## config.mk

```make
export PLATFORM = sky130hd
export DESIGN_NAME = button_auto_repeat_edges
export DESIGN_NICKNAME = d
export VERILOG_FILES = /design/src/rtl/bare_pkg.sv /design/src/rtl/bare_step.sv /design/src/rtl/button_auto_repeat_edges.sv
export VERILOG_INCLUDE_DIRS = /design/src /design/src/rtl
export SDC_FILE = /design/constraint.sdc
export NUM_CORES = 1
export LEC_CHECK = 0
export BUFFER_PORTS_ARGS = -buffer_cell sky130_fd_sc_hd__buf_2
export CORE_ASPECT_RATIO = 1.2
export CORE_MARGIN = 3
export CORE_UTILIZATION = 23
export CTS_CLUSTER_DIAMETER = 100
export DETAILED_ROUTE_END_ITERATION = 10
export SLEW_MARGIN = 20
export SYNTH_ARGS = -nofsm -noshare
export SYNTH_HDL_FRONTEND = slang
export SYNTH_SLANG_ARGS = --single-unit
```

## constraint.sdc

```tcl
create_clock -name clk -period 9.49 [get_ports clk]
set_clock_uncertainty 0.1 [all_clocks]
set_input_delay 1.898 -clock clk [delete_from_list [all_inputs] [get_ports clk]]
set_output_delay 1.898 -clock clk [all_outputs]
set_load 0.1 [all_outputs]
```

## src/rtl/button_auto_repeat_edges_defines.svh

```systemverilog
// ----------------------------------------------------------------------------
// button_auto_repeat_edges_defines
// Assertion macros shared by the button auto-repeat RTL.
// ----------------------------------------------------------------------------
`ifndef BUTTON_AUTO_REPEAT_EDGES_DEFINES_SVH
`define BUTTON_AUTO_REPEAT_EDGES_DEFINES_SVH

// Same-cycle implication, checked out of reset.
`define BARE_ASSERT_IMPL(lbl, ante, cons, msg) \
  lbl: assert property (@(posedge clk) disable iff (!rst_n) (ante) |-> (cons)) \
    else $error(msg);

// Next-cycle implication, checked out of reset.
`define BARE_ASSERT_NEXT(lbl, ante, cons, msg) \
  lbl: assert property (@(posedge clk) disable iff (!rst_n) (ante) |=> (cons)) \
    else $error(msg);

`endif

```

## src/rtl/bare_pkg.sv

```systemverilog
// ----------------------------------------------------------------------------
// bare_pkg
// Types and constants for the button auto-repeat block.
// ----------------------------------------------------------------------------
`default_nettype none

package bare_pkg;

  localparam int unsigned MASK_W      = 16;
  localparam int unsigned CNT_W       = 8;
  localparam int unsigned CFG_IDX_W   = 8;
  localparam int unsigned BUTTONS_DEF = 16;

  localparam logic [CFG_IDX_W-1:0] REG_DELAY    = 8'd0;
  localparam logic [CFG_IDX_W-1:0] REG_INTERVAL = 8'd1;

  localparam logic [CNT_W-1:0] DELAY_RST    = 8'd12;
  localparam logic [CNT_W-1:0] INTERVAL_RST = 8'd4;

  // Per-button operands of the shared update unit
  typedef struct packed {
    logic             held;
    logic [CNT_W-1:0] count;
    logic [CNT_W-1:0] phase;
    logic [CNT_W-1:0] delay;     // already forced to at least one
    logic [CNT_W-1:0] interval;  // already forced to at least one
  } step_in_t;

  typedef struct packed {
    logic [CNT_W-1:0] count;
    logic [CNT_W-1:0] phase;
    logic             rep;
    logic             press;
  } step_out_t;

endpackage

`default_nettype wire

```

## src/rtl/bare_step.sv

```systemverilog
// ----------------------------------------------------------------------------
// bare_step
// Hold-count / repeat-phase update for one button.
// ----------------------------------------------------------------------------
`default_nettype none

module bare_step (
  input  bare_pkg::step_in_t  step_in,
  output bare_pkg::step_out_t step_out
);

  logic [bare_pkg::CNT_W-1:0] cnt_inc;
  logic [bare_pkg::CNT_W:0]   phase_inc;

  always_comb begin
    cnt_inc   = step_in.count + 8'd1;
    phase_inc = {1'b0, step_in.phase} + 9'd1;
    step_out  = '0;
    if (!step_in.held) begin
      step_out = '0;
    end else if (step_in.count < step_in.delay) begin
      // still counting toward the delay point
      step_out.count = cnt_inc;
      step_out.phase = (cnt_inc == step_in.delay) ? '0 : step_in.phase;
      step_out.press = (cnt_inc == 8'd1);
      step_out.rep   = (cnt_inc == 8'd1) || (cnt_inc == step_in.delay);
    end else begin
      step_out.count = step_in.count;
      if (phase_inc >= {1'b0, step_in.interval}) begin
        step_out.rep   = 1'b1;
        step_out.phase = '0;
      end else begin
        step_out.phase = phase_inc[bare_pkg::CNT_W-1:0];
      end
    end
  end

endmodule

`default_nettype wire

```

## src/rtl/button_auto_repeat_edges.sv

```systemverilog
// ----------------------------------------------------------------------------
// button_auto_repeat_edges
// Per-frame button sampler: held, press, release and auto-repeat masks.
// ----------------------------------------------------------------------------
// One sample is taken per transfer on the input channel. Buttons are walked
// one per clock through a single shared update unit. After the last button the
// result waits in a done state until the output register is free, and is then
// loaded into it; in_ready is low from acceptance until that load. The
// output register holds the result until taken, and the next sample may be
// accepted while it waits. Configuration writes are taken every cycle.
`default_nettype none

`include "button_auto_repeat_edges_defines.svh"

module button_auto_repeat_edges #(
  parameter int unsigned BUTTONS = bare_pkg::BUTTONS_DEF
) (
  input  wire logic                           clk,
  input  wire logic                           rst_n,
  input  wire logic                           in_valid,
  output logic                                in_ready,
  input  wire logic [bare_pkg::MASK_W-1:0]    in_held_now,
  output logic                                out_valid,
  input  wire logic                           out_ready,
  output logic [bare_pkg::MASK_W-1:0]         out_held_mask,
  output logic [bare_pkg::MASK_W-1:0]         out_repeat_mask,
  output logic [bare_pkg::MASK_W-1:0]         out_press_mask,
  output logic [bare_pkg::MASK_W-1:0]         out_release_mask,
  input  wire logic                           cfg_valid,
  output logic                                cfg_ready,
  input  wire logic [bare_pkg::CFG_IDX_W-1:0] cfg_index,
  input  wire logic [bare_pkg::CNT_W-1:0]     cfg_data
);

  localparam int unsigned IDX_W = (BUTTONS > 1) ? $clog2(BUTTONS) : 1;
  localparam logic [IDX_W-1:0] IDX_LAST = IDX_W'(BUTTONS - 1);

  typedef enum logic [2:0] {
    ST_IDLE = 3'b001,
    ST_RUN  = 3'b010,
    ST_DONE = 3'b100
  } state_t;

  state_t                       state_r, state_nxt;
  logic [IDX_W-1:0]             idx_r, idx_nxt;
  logic [bare_pkg::CNT_W-1:0]   delay_r, interval_r;
  logic [bare_pkg::CNT_W-1:0]   hold_cnt_r [BUTTONS];
  logic [bare_pkg::CNT_W-1:0]   phase_r    [BUTTONS];
  logic [bare_pkg::MASK_W-1:0]  prev_r, sample_r, release_r;
  logic [bare_pkg::MASK_W-1:0]  rep_acc_r, rep_acc_nxt;
  logic [bare_pkg::MASK_W-1:0]  press_acc_r, press_acc_nxt;
  logic                         out_valid_r;
  logic [bare_pkg::MASK_W-1:0]  out_held_r, out_rep_r, out_press_r, out_rel_r;

  logic                         in_xfer, cfg_xfer, out_load;
  logic [4:0]                   idx5;
  logic                         bit_live;
  bare_pkg::step_in_t           step_in;
  bare_pkg::step_out_t          step_out;

  assign in_ready  = (state_r == ST_IDLE);
  assign cfg_ready = 1'b1;
  assign in_xfer   = in_valid && in_ready;
  assign cfg_xfer  = cfg_valid && cfg_ready;
  assign out_load  = (state_r == ST_DONE) && (!out_valid_r || out_ready);

  // Buttons above the sample width are never held
  assign idx5     = 5'(idx_r);
  assign bit_live = ~idx5[4];

  always_comb begin
    step_in.held     = bit_live && sample_r[idx5[3:0]];
    step_in.count    = hold_cnt_r[idx_r];
    step_in.phase    = phase_r[idx_r];
    step_in.delay    = (delay_r == '0) ? 8'd1 : delay_r;
    step_in.interval = (interval_r == '0) ? 8'd1 : interval_r;
  end

  bare_step u_step (
    .step_in  (step_in),
    .step_out (step_out)
  );

  always_comb begin
    rep_acc_nxt   = rep_acc_r |
                    (bare_pkg::MASK_W'(step_out.rep & bit_live) << idx5[3:0]);
    press_acc_nxt = press_acc_r |
                    (bare_pkg::MASK_W'(step_out.press & bit_live) << idx5[3:0]);
  end

  always_comb begin
    state_nxt = state_r;
    idx_nxt   = idx_r;
    case (state_r)
      ST_IDLE: begin
        if (in_xfer) begin
          state_nxt = ST_RUN;
          idx_nxt   = '0;
        end
      end
      ST_RUN: begin
        if (idx_r == IDX_LAST) begin
          state_nxt = ST_DONE;
        end else begin
          idx_nxt = idx_r + 1'b1;
        end
      end
      ST_DONE: begin
        if (out_load) begin
          state_nxt = ST_IDLE;
        end
      end
      default: begin
        state_nxt = ST_IDLE;
      end
    endcase
  end

  always_ff @(posedge clk) begin
    if (!rst_n) begin
      state_r     <= ST_IDLE;
      idx_r       <= '0;
      delay_r     <= bare_pkg::DELAY_RST;
      interval_r  <= bare_pkg::INTERVAL_RST;
      prev_r      <= '1;
      out_valid_r <= 1'b0;
      for (int i = 0; i < BUTTONS; i++) begin
        hold_cnt_r[i] <= '0;
        phase_r[i]    <= '0;
      end
    end else begin
      state_r <= state_nxt;
      idx_r   <= idx_nxt;
      if (cfg_xfer) begin
        if (cfg_index == bare_pkg::REG_DELAY) begin
          delay_r <= cfg_data;
        end else if (cfg_index == bare_pkg::REG_INTERVAL) begin
          interval_r <= cfg_data;
        end
      end
      if (in_xfer) begin
        prev_r <= in_held_now;
      end
      if (state_r == ST_RUN) begin
        hold_cnt_r[idx_r] <= step_out.count;
        phase_r[idx_r]    <= step_out.phase;
      end
      if (out_load) begin
        out_valid_r <= 1'b1;
      end else if (out_ready) begin
        out_valid_r <= 1'b0;
      end
    end
  end

  // Payload registers
  always_ff @(posedge clk) begin
    if (in_xfer) begin
      sample_r    <= in_held_now;
      release_r   <= prev_r & ~in_held_now;
      rep_acc_r   <= '0;
      press_acc_r <= '0;
    end else if (state_r == ST_RUN) begin
      rep_acc_r   <= rep_acc_nxt;
      press_acc_r <= press_acc_nxt;
    end
    if (out_load) begin
      out_held_r  <= sample_r;
      out_rep_r   <= rep_acc_r;
      out_press_r <= press_acc_r;
      out_rel_r   <= release_r;
    end
  end

  assign out_valid        = out_valid_r;
  assign out_held_mask    = out_held_r;
  assign out_repeat_mask  = out_rep_r;
  assign out_press_mask   = out_press_r;
  assign out_release_mask = out_rel_r;

  `BARE_ASSERT_NEXT(a_start_walk, in_xfer, (state_r == ST_RUN) && (idx_r == '0), "walk did not start at button zero")
  `BARE_ASSERT_NEXT(a_walk_step, (state_r == ST_RUN) && (idx_r != IDX_LAST), (state_r == ST_RUN) && (idx_r == $past(idx_r) + 1'b1), "button index skipped")
  `BARE_ASSERT_NEXT(a_walk_end, (state_r == ST_RUN) && (idx_r == IDX_LAST), state_r == ST_DONE, "walk did not finish after last button")
  `BARE_ASSERT_NEXT(a_result_load, out_load, out_valid_r && (state_r == ST_IDLE), "result not presented after walk")

endmodule

`default_nettype wire

```

* Word level (Yosys, flattened, before mapping)
Memory sizes are Yosys's and may differ from the RTL's. A register that Yosys moved wholly into a read port is not among the register bits. Index checks and enable logic that the tools add are counted.
Operators by class: muxes and demuxes 33, bitwise operators 5, order comparisons 3, shift operators 2, reductions and logical operators 16, add/subtract/negate cells 3, equality and inequality tests 11
Operators with widths (number):
- two-way mux 8 bit | 6
- two-way mux 4 bit | 8
- OR 16 bit | 2
- << shifter 1 x 4 -> 16 bit | 2
- logical NOT 8 bit | 3
- two-way mux 18 bit | 1
- two-way mux 17 bit | 1
- AND 16 bit | 1
- equality test 8 x 1 -> 1 bit, second input constant | 2
- NOT 16 bit | 1
- OR reduction 8 bit | 2
- two-way mux 1 bit | 11
- adder 8 x 1 -> 9 bit, second input constant | 1
- greater-or-equal comparator 9 x 8 -> 1 bit | 1
- two-way mux 3 bit | 3
- case mux 3 bit (3 select lines) | 1
- AND reduction 3 bit | 3
- adder 8 x 1 -> 8 bit, second input constant | 1
- equality test 8 bit | 1
- less-than comparator 8 bit | 1
- case mux 4 bit (2 select lines) | 1
- != test 2 bit, second input constant | 3
- less-than comparator 4 x 5 -> 1 bit, second input constant | 1
- adder 4 x 1 -> 4 bit, second input constant | 1
- 12 further kinds | 15
Storage, ports and cells: register bits after elaboration 168, RAM bits 256, word-level logic and storage cells 89, input port bits 37, memories kept 2, output and inout port bits 67
Memory list:
- hold_cnt_r | words 16, bits a word 8, read ports 1, clocked after memory_dff 1, wr ports 16, line button_auto_repeat_edges.sv:47 | logic [bare_pkg::CNT_W-1:0] hold_cnt_r [BUTTONS];
- phase_r | words 16, bits a word 8, read ports 1, clocked after memory_dff 1, wr ports 16, line button_auto_repeat_edges.sv:48 | logic [bare_pkg::CNT_W-1:0] phase_r [BUTTONS];

* Longest topological paths before layout
Gate-level depths: netlist of run 1.
depth in word-level cells 8, gate-level depth with buffers 21, gate-level depth less buffers 16

* Modules after synthesis
A second synthesis of run 1 with hierarchy kept.
Second synthesis, totals: cell total of the unflattened synthesis 1402, area total of the unflattened synthesis 18905.6 um^2
Modules (own cells, without submodules):
- button_auto_repeat_edges | cells each 1215, instances 1, area each 17656.9 um^2
- bare_step | cells each 187, instances 1, area each 1248.7 um^2

* Worst setup path after synthesis of run 1
Ideal clock, no wire load.
path type register to output, from reg state_r[2], to out in_ready, arrival time 2679 ps, required time 7492 ps, slack 4813 ps, cell stages (with the launch flop) 3, path through dfxtp_1 > clkbuf_1 > nor3b_1
On the way: cells in the longest elaborated chain, start to end 1
RTL lines:
- start: declaration | line button_auto_repeat_edges.sv:44 | state_t state_r, state_nxt;
- start signal: assignment | line button_auto_repeat_edges.sv:132 | state_r <= state_nxt;
- equality test 3 x 1 -> 1 bit | line button_auto_repeat_edges.sv:61 | assign in_ready = (state_r == ST_IDLE);
- end: declaration | line button_auto_repeat_edges.sv:21 | output logic in_ready,
No other way between the ends.

==> impl_metrics.tcl, run 1 <==
set metrics [dict create \
    start_util_pct 23.2 \
    critPathKind "flip-flop to flip-flop" \
    relSlewSlack_pct 25.0 \
    layout_common_cells "352 x edfxtp_1, 158 x nor2_1, 133 x nand2_1" \
    dp_hpwl_mm 32.1 \
    drt_iter0_markers 1064 \
    min_from "release_r[14]" \
    antenna_found_initial 0 \
    async_reset_ff_share_pct 0 \
    via_per_inst 4.67 \
    syn_area_per_cell_um2 13.9 \
    worstSetupEndpointType "flip-flop" \
    met1_usage_pct 13.1 \
    met3_usage_pct 1.54 \
    layout-drive-gt1-share_pct 20.5 \
    synthesis.instances 1348 \
    finalMaxSlewViolations 0 \
    ys_seq_area_share_pct 64.5 \
    power_density_nw_per_um2 189 \
    max_freq_mhz 164 \
    synth_edf_count 352 \
    power.switching_w 0.000873 \
    placed_area_um2 20200 \
    cp.required_ns 9.77 \
    fp.dieH_um 319 \
    fin_crit_ns 6.09 \
    r2r_end "phase_r[0][0]" \
    wl_per_cell_um 19.0 \
    synth_nets 1408 \
    h-tree-depth 2 \
    cp_slowest_cell "dfxtp_4" \
    tns_ns 0 \
    hold_class "flip-flop to flip-flop" \
    synth_area_um2 18800 \
    fin_crit_sh_pct 64.1 \
    die_w_um 267 \
    rsz0062_at_grt "no" \
    port_buffers 102 \
    fin_util_pct 26.8 \
    cts_root_buf "clkbuf_16" \
    dr.pass1.iters 6 \
    design_area_um2 21600 \
    ys_ff_latch 428 \
    drt.antenna.violating_nets 0 \
    postCtsSetupBuffers 0 \
    ctsHoldBuffers 0 \
    path_max_fanout 33 \
    grt_busiest_layer "met2" \
    rr_worst_depth 16 \
    ir_worst_vdd_v 0.000111 \
    cts_buffer_depth 3 \
    maxCapViolCount 0 \
    whs_ns 0.312 \
    clk_pin_slew_worst_paths_ns 0.06 \
    gr-usage-met2_pct 19.6 \
    power_leakage_nw 7.11 \
    ys.flop_type "edfxtp_1" \
    grt_use_total_pct 10.9 \
    crit_chain "buf_4, mux4_2, mux4_2, ha_1, nor2b_1, a2bb2oi_1, or4b_1, nor2_1, or2_2, ha_1, nand4_1, o21ai_0, a31oi_1, and3_1, nand3b_1, a21oi_1" \
    rows 114 \
    intPower_w 0.00321 \
    crit_path_max_incr_delay_ns 0.82 \
    setup_viol 0 \
    grt_start_max_net_pins 65 \
    clkSinkCount 428 \
    grt_pass1_wl_mm 71.8 \
    drc 0 \
    numCtsBuffers 41 \
    ys_types 83 \
    syn_to_final_growth_pct 15.3 \
    place.gp.congestion 0.845 \
    pwr-share-clk_pct 43.0 \
    design.die.area_um2 85000 \
    cts_resized 0 \
    finalHoldViolCount 0 \
    arrival_ns 6.37 \
    finalWirelength_mm 47.5 \
    holdPathStages 0 \
    fin_cells 2499 \
    critPathLaunchType "flip-flop" \
    min_to "out_release_mask[14]" \
    cts_tree "built" \
    ys.warnings.count 0 \
    diodes 0 \
    design.core.area_um2 80700 \
    io_pins 104 \
    yosysTopAreaCell "edfxtp_1" \
    final_common_cell "edfxtp_1" \
    combPwrFrac_pct 5.5 \
    vias 11678 \
    grt_pass1_vias 11899 \
    synth.area.top_cells "edfxtp_1 56%, mux4_2 8.3%, dfxtp_1 8.1%" \
    clkLatencyLatePin_ns 0.56 \
    seq_power_share_pct 51.5 \
    tightest_slew_ns 1.12 \
    fin_nets 1483 \
    status "complete, no violations" \
    r2r_slack_ns 3.40 \
    overflow 0 \
    place_inst 2424 \
    p_sw_share_pct 21.4 \
    synth_top_area_share_pct 56.4 \
]
## metal layers
metal  vias to the layer above  wire length, µm  share of wire, %
met5                         -                0                 0
met4                         0             1350               2.8
li1                       5223                -                 -
met2                       497            24200                51
met1                      5875            18800                40
met3                        83             3160               6.6
## cells in the mapped netlist, types with 5 or more instances
| cell type | instances |
|---|---|
| and2_1 | 5 |
| mux2i_1 | 18 |
| a22oi_1 | 6 |
| or2_2 | 5 |
| o211ai_4 | 6 |
| edfxtp_1 | 352 |
| buf_4 | 8 |
| nand2_1 | 133 |
| nor3b_1 | 5 |
| mux4_1 | 5 |
| mux4_2 | 69 |
| clkbuf_1 | 40 |
| nor2_1 | 158 |
| o21ai_1 | 8 |
| nand3_1 | 50 |
| ha_1 | 23 |
| a21oi_1 | 129 |
| inv_1 | 21 |
| xnor2_1 | 16 |
| nand4_1 | 6 |
| o31ai_1 | 13 |
| a21oi_2 | 10 |
| buf_2 | 12 |
| nor3_1 | 6 |
| dfxtp_1 | 76 |
| and3_1 | 5 |
| nor2b_1 | 39 |
| o21ai_0 | 13 |
| buf_6 | 9 |
## flip-flops by register name (all words and copies together) (netlist names), 3 cells and up, named ones only
register / flops
phase_r: 128
hold_cnt_r: 128
out_release_mask: 16
prev_r: 16
out_press_mask: 16
sample_r: 16
out_repeat_mask: 16
rep_acc_r: 16
release_r: 16
delay_r: 8
out_held_mask: 16
interval_r: 8
state_r: 3
press_acc_r: 16
idx_r: 4
## power by group through the flow
stage	combinational [W]	sequential [W]	clock, W
4_1_cts	0.000224	0.00211	0.00179
6_report	0.000224	0.00211	0.00176
3_3_place_gp	0.000219	0.00214	0
2_1_floorplan	0.000163	0.00213	0
3_5_place_dp	0.000223	0.00215	0
5_1_grt	0.000242	0.00211	0.00186
## worst max-delay path: cells and delay by family (launching register included)
family | cells | cell delay (ns)
DFF | 1 | 0.82
and+or+nand+nor | 7 | 1.74
AOI/OAI and AO/OA | 4 | 0.90
buffers and inverters | 1 | 0.59
muxes | 2 | 1.16
adders and majority gates | 2 | 0.58
## worst max-delay path by stage
stage	endpoint	slack, ns	cells after the start
floorplan	in_ready	4.81	2
global placement	phase_r[0][0]	3.51	16
detailed placement	phase_r[0][0]	3.45	16
CTS	phase_r[0][0]	3.43	16
global route	phase_r[2][0]	2.89	16
finish	phase_r[0][0]	3.40	16
## logic make-up (layout without fill, tap and decap cells)
family / after synthesis / in the layout / share of synthesized area [%]
AO/OA/AOI/OAI: 226 / 226 / 8.09
XOR/XNOR: 22 / 22 / 1.15
adder cells (fa/ha/maj): 23 / 23 / 1.53
buffers and inverters: 101 / 208 / 3.00
flip-flops: 428 / 428 / 64.5
multiplexers: 97 / 97 / 10.5
other: 1 / 1 / 0.0200
AND/OR/NAND/NOR: 450 / 450 / 11.2
## per-stage QoR
stage	setup WS (ns)	power [W]
after floorplan	4.81	0.00230
after global placement	3.51	0.00236
after detailed placement	3.45	0.00237
after CTS	3.43	0.00412
after global routing	2.89	0.00421
final	3.40	0.00409
## cell type report
type,instances,area (µm²)
flip-flops and latches,428,12100
multi-input cells,819,6110
clock inverters,19,279
well taps,1044,1310
fillers,8213,59100
clock buffers,56,1180
inverters,23,87.6
repair buffers,110,571
Note: power is estimated with default switching activity, not from simulation.
==> run 2: changes to the inputs <==
Settings changed: ABC_AREA from default to 1.
Clock period 9.49 ns to 5 ns, I/O delays scaled along.
==> impl_metrics.tcl, run 2 <==
set metrics [dict create \
    status "complete, no violations" \
    io_pins 104 \
    fin_crit_sh_pct 89.8 \
    yosysTopAreaCell "edfxtp_1" \
    synthesis.instances 1861 \
    r2r_slack_ns 0.51 \
    p_sw_share_pct 24.2 \
    crit_chain "buf_16, o21ai_0, o221ai_1, nand3_1, nand2_1, ha_1, inv_1, nor2_1, xor2_1, inv_1, ha_1, a21oi_1, o221ai_1, nand3_1, nand2_1, a211oi_1, nand3_2, o21ai_0, nand2_2, nor2_1" \
    design.core.area_um2 80700 \
    dr.pass1.iters 5 \
    min_to "out_release_mask[9]" \
    async_reset_ff_share_pct 0 \
    numCtsBuffers 39 \
    finalMaxSlewViolations 0 \
    clk_pin_slew_worst_paths_ns 0.07 \
    ys_types 44 \
    worstSetupEndpointType "flip-flop" \
    synth_nets 1921 \
    rows 114 \
    synth_area_um2 18800 \
    clkLatencyLatePin_ns 0.57 \
    ys.warnings.count 0 \
    arrival_ns 4.78 \
    syn_to_final_growth_pct 15.5 \
    grt_start_max_net_pins 96 \
    synth_compound_area_share_pct 7.85 \
    fin_crit_ns 4.49 \
    synth.most_common_cell "nor2_1" \
    drt.antenna.violating_nets 0 \
    yosys.area_share.simple_pct 19.8 \
    place.gp.congestion 0.869 \
    path_max_fanout 95 \
    fin_cells 3020 \
    ys_seq_area_share_pct 64.3 \
    cts_root_buf "clkbuf_16" \
    postCtsSetupBuffers 0 \
    largest_registers "hold_cnt_r: 128 flops, phase_r: 128 flops" \
    rr_worst_depth 20 \
    min_from "release_r[9]" \
    pwr-share-clk_pct 38.6 \
    max_freq_mhz 223 \
    tns_ns 0 \
    cp_slowest_cell "dfxtp_4" \
    crit_path_max_incr_delay_ns 0.39 \
    ys.flop_type "edfxtp_1" \
    seq_power_share_pct 53.2 \
    power.switching_w 0.00182 \
    hold_class "flip-flop to flip-flop" \
    clkSinkCount 428 \
    rsz0062_at_grt "no" \
    synth_top_area_share_pct 56.3 \
    syn_area_per_cell_um2 10.1 \
    maxCapViolCount 0 \
    finalHoldViolCount 0 \
    final_common_cell "nor2_1" \
    design.die.area_um2 85200 \
    start_util_pct 23.3 \
    ir_worst_vdd_v 0.000277 \
    ctsHoldBuffers 0 \
    h-tree-depth 2 \
    p_total_w 0.00751 \
    critPathKind "flip-flop to flip-flop" \
    layout_common_cells "436 x nor2_1, 352 x edfxtp_1, 288 x nand2_1" \
    drc 0 \
    grt_use_total_pct 12.4 \
    nFillCells 8497 \
    synth_xor_area_share_pct 0.280 \
    place_inst 2951 \
    synth_top_family_by_area "simple AND/OR/NAND/NOR gates" \
    fp.dieH_um 319 \
    synth_mux_area_share_pct 0 \
    cts_buffer_depth 3 \
    power_leakage_nw 8.04 \
    finalWirelength_mm 53.5 \
    cp.required_ns 5.29 \
    port_buffers 102 \
    synth.area.top_cells "edfxtp_1 56%, nor2_1 8.7%, dfxtp_1 8.1%" \
    grt_pass1_wl_mm 81.1 \
    diodes 0 \
    holdPathStages 0 \
    overflow 0 \
    synthTopCellsByCount "438 x nor2_1, 352 x edfxtp_1, 294 x nand2_1, 146 x inv_1, 104 x nand3_1" \
    antenna_found_initial 2 \
    layout-drive-gt1-share_pct 13.2 \
    ys_ff_latch 428 \
    drt_iter0_markers 1271 \
    intPower_w 0.00569 \
    vias 13566 \
    setup_viol 0 \
    tightest_slew_ns 1.11 \
    die_w_um 267 \
    cts_tree "built" \
    design_area_um2 21700 \
    fin_util_pct 26.9 \
    via_per_inst 4.49 \
    fin_nets 2008 \
    critPathLaunchType "flip-flop" \
    combPwrFrac_pct 8.2 \
    relSlewSlack_pct 25.9 \
    placed_area_um2 20500 \
    synth_fa_ha_area_share_pct 1.53 \
    dp_hpwl_mm 34.1 \
    synth_edf_count 352 \
    power_density_nw_per_um2 346 \
    wl_per_cell_um 17.7 \
    r2r_end "phase_r[14][3]" \
    grt_pass1_vias 13230 \
]
run 2: cell types whose count changed after synthesis, moves of 54 or more:
cell	delta
a21oi_1	-83
mux4_2	-69
inv_1	+125
nand2_1	+161
nor2_1	+280
o21ai_0	+75
nand3_1	+54
run 2: metrics by stage:
| stage | hold WS (ns) | setup WS, ns |
|---|---|---|
| global placement | 0.300 | 0.455 |
| detailed placement | 0.306 | 0.449 |
| global route | 0.330 | 0.00684 |
| CTS | 0.314 | 0.414 |
| floorplan | 0.300 | 0.244 |
| finish | 0.314 | 0.508 |
run 2: power groups by stage:
stage / Combinational [W] / Clock [W] / Sequential [W]
after global routing: 0.000676 / 0.00308 / 0.00401
final: 0.000612 / 0.00290 / 0.00400
after detailed placement: 0.000609 / 0 / 0.00408
after floorplan: 0.000404 / 0 / 0.00406
after CTS: 0.000611 / 0.00296 / 0.00400
after global placement: 0.000608 / 0 / 0.00407
run 2: cell families (layout without fill, tap and decap cells):
group,Yosys count,count (layout)
other cells,1,1
buf+inv,261,376
flops,428,428
xor+xnor,6,6
fa+ha+maj,23,23
simple gates,896,896
compound gates,246,246
run 2: final cells by class:
type | count | area, µm² | area share [%]
well taps | 1044 | 1310 | 6.02
repair buffers | 155 | 941 | 4.34
clock inverters | 16 | 130 | 0.600
multi-input cells | 1172 | 5580 | 25.7
clock buffers | 53 | 1080 | 4.97
flip-flops and latches | 428 | 12100 | 55.7
inverters | 152 | 576 | 2.65
run 2: worst max-delay path by stage:
stage                      to  slack [ns]  cells past startpoint
3_3_place_gp   phase_r[10][0]        0.45                     20
4_1_cts        phase_r[14][3]        0.41                     20
6_report       phase_r[14][3]        0.51                     20
3_5_place_dp    phase_r[8][3]        0.45                     20
5_1_grt        phase_r[14][3]       0.007                     20
2_1_floorplan    release_r[0]        0.24                      5
run 2: repair_timing:
action                     4_1_cts  5_1_grt
setup endpoints to repair        0       96
hold endpoints to repair         0        0
resized for setup                0        7
run 2: critical path, delay by kind of cell (launching register included):
kind	cells	cell delay, ns
adder cells (fa/ha/maj)	2	0.54
AO/OA/AOI/OAI	6	1.37
XOR/XNOR	1	0.23
flip-flops	1	0.39
buffers and inverters	3	0.50
AND/OR/NAND/NOR	8	1.19
run 2: layer usage:
layer | vias up | share of wire (%) | GRT usage [%]
met3 | 119 | 7.1 | 2.21
met1 | 6484 | 39 | 14.8
met4 | 4 | 4.7 | 5.75
met5 | - | 0.041 | 0
met2 | 514 | 49 | 21.5
li1 | 6445 | - | -
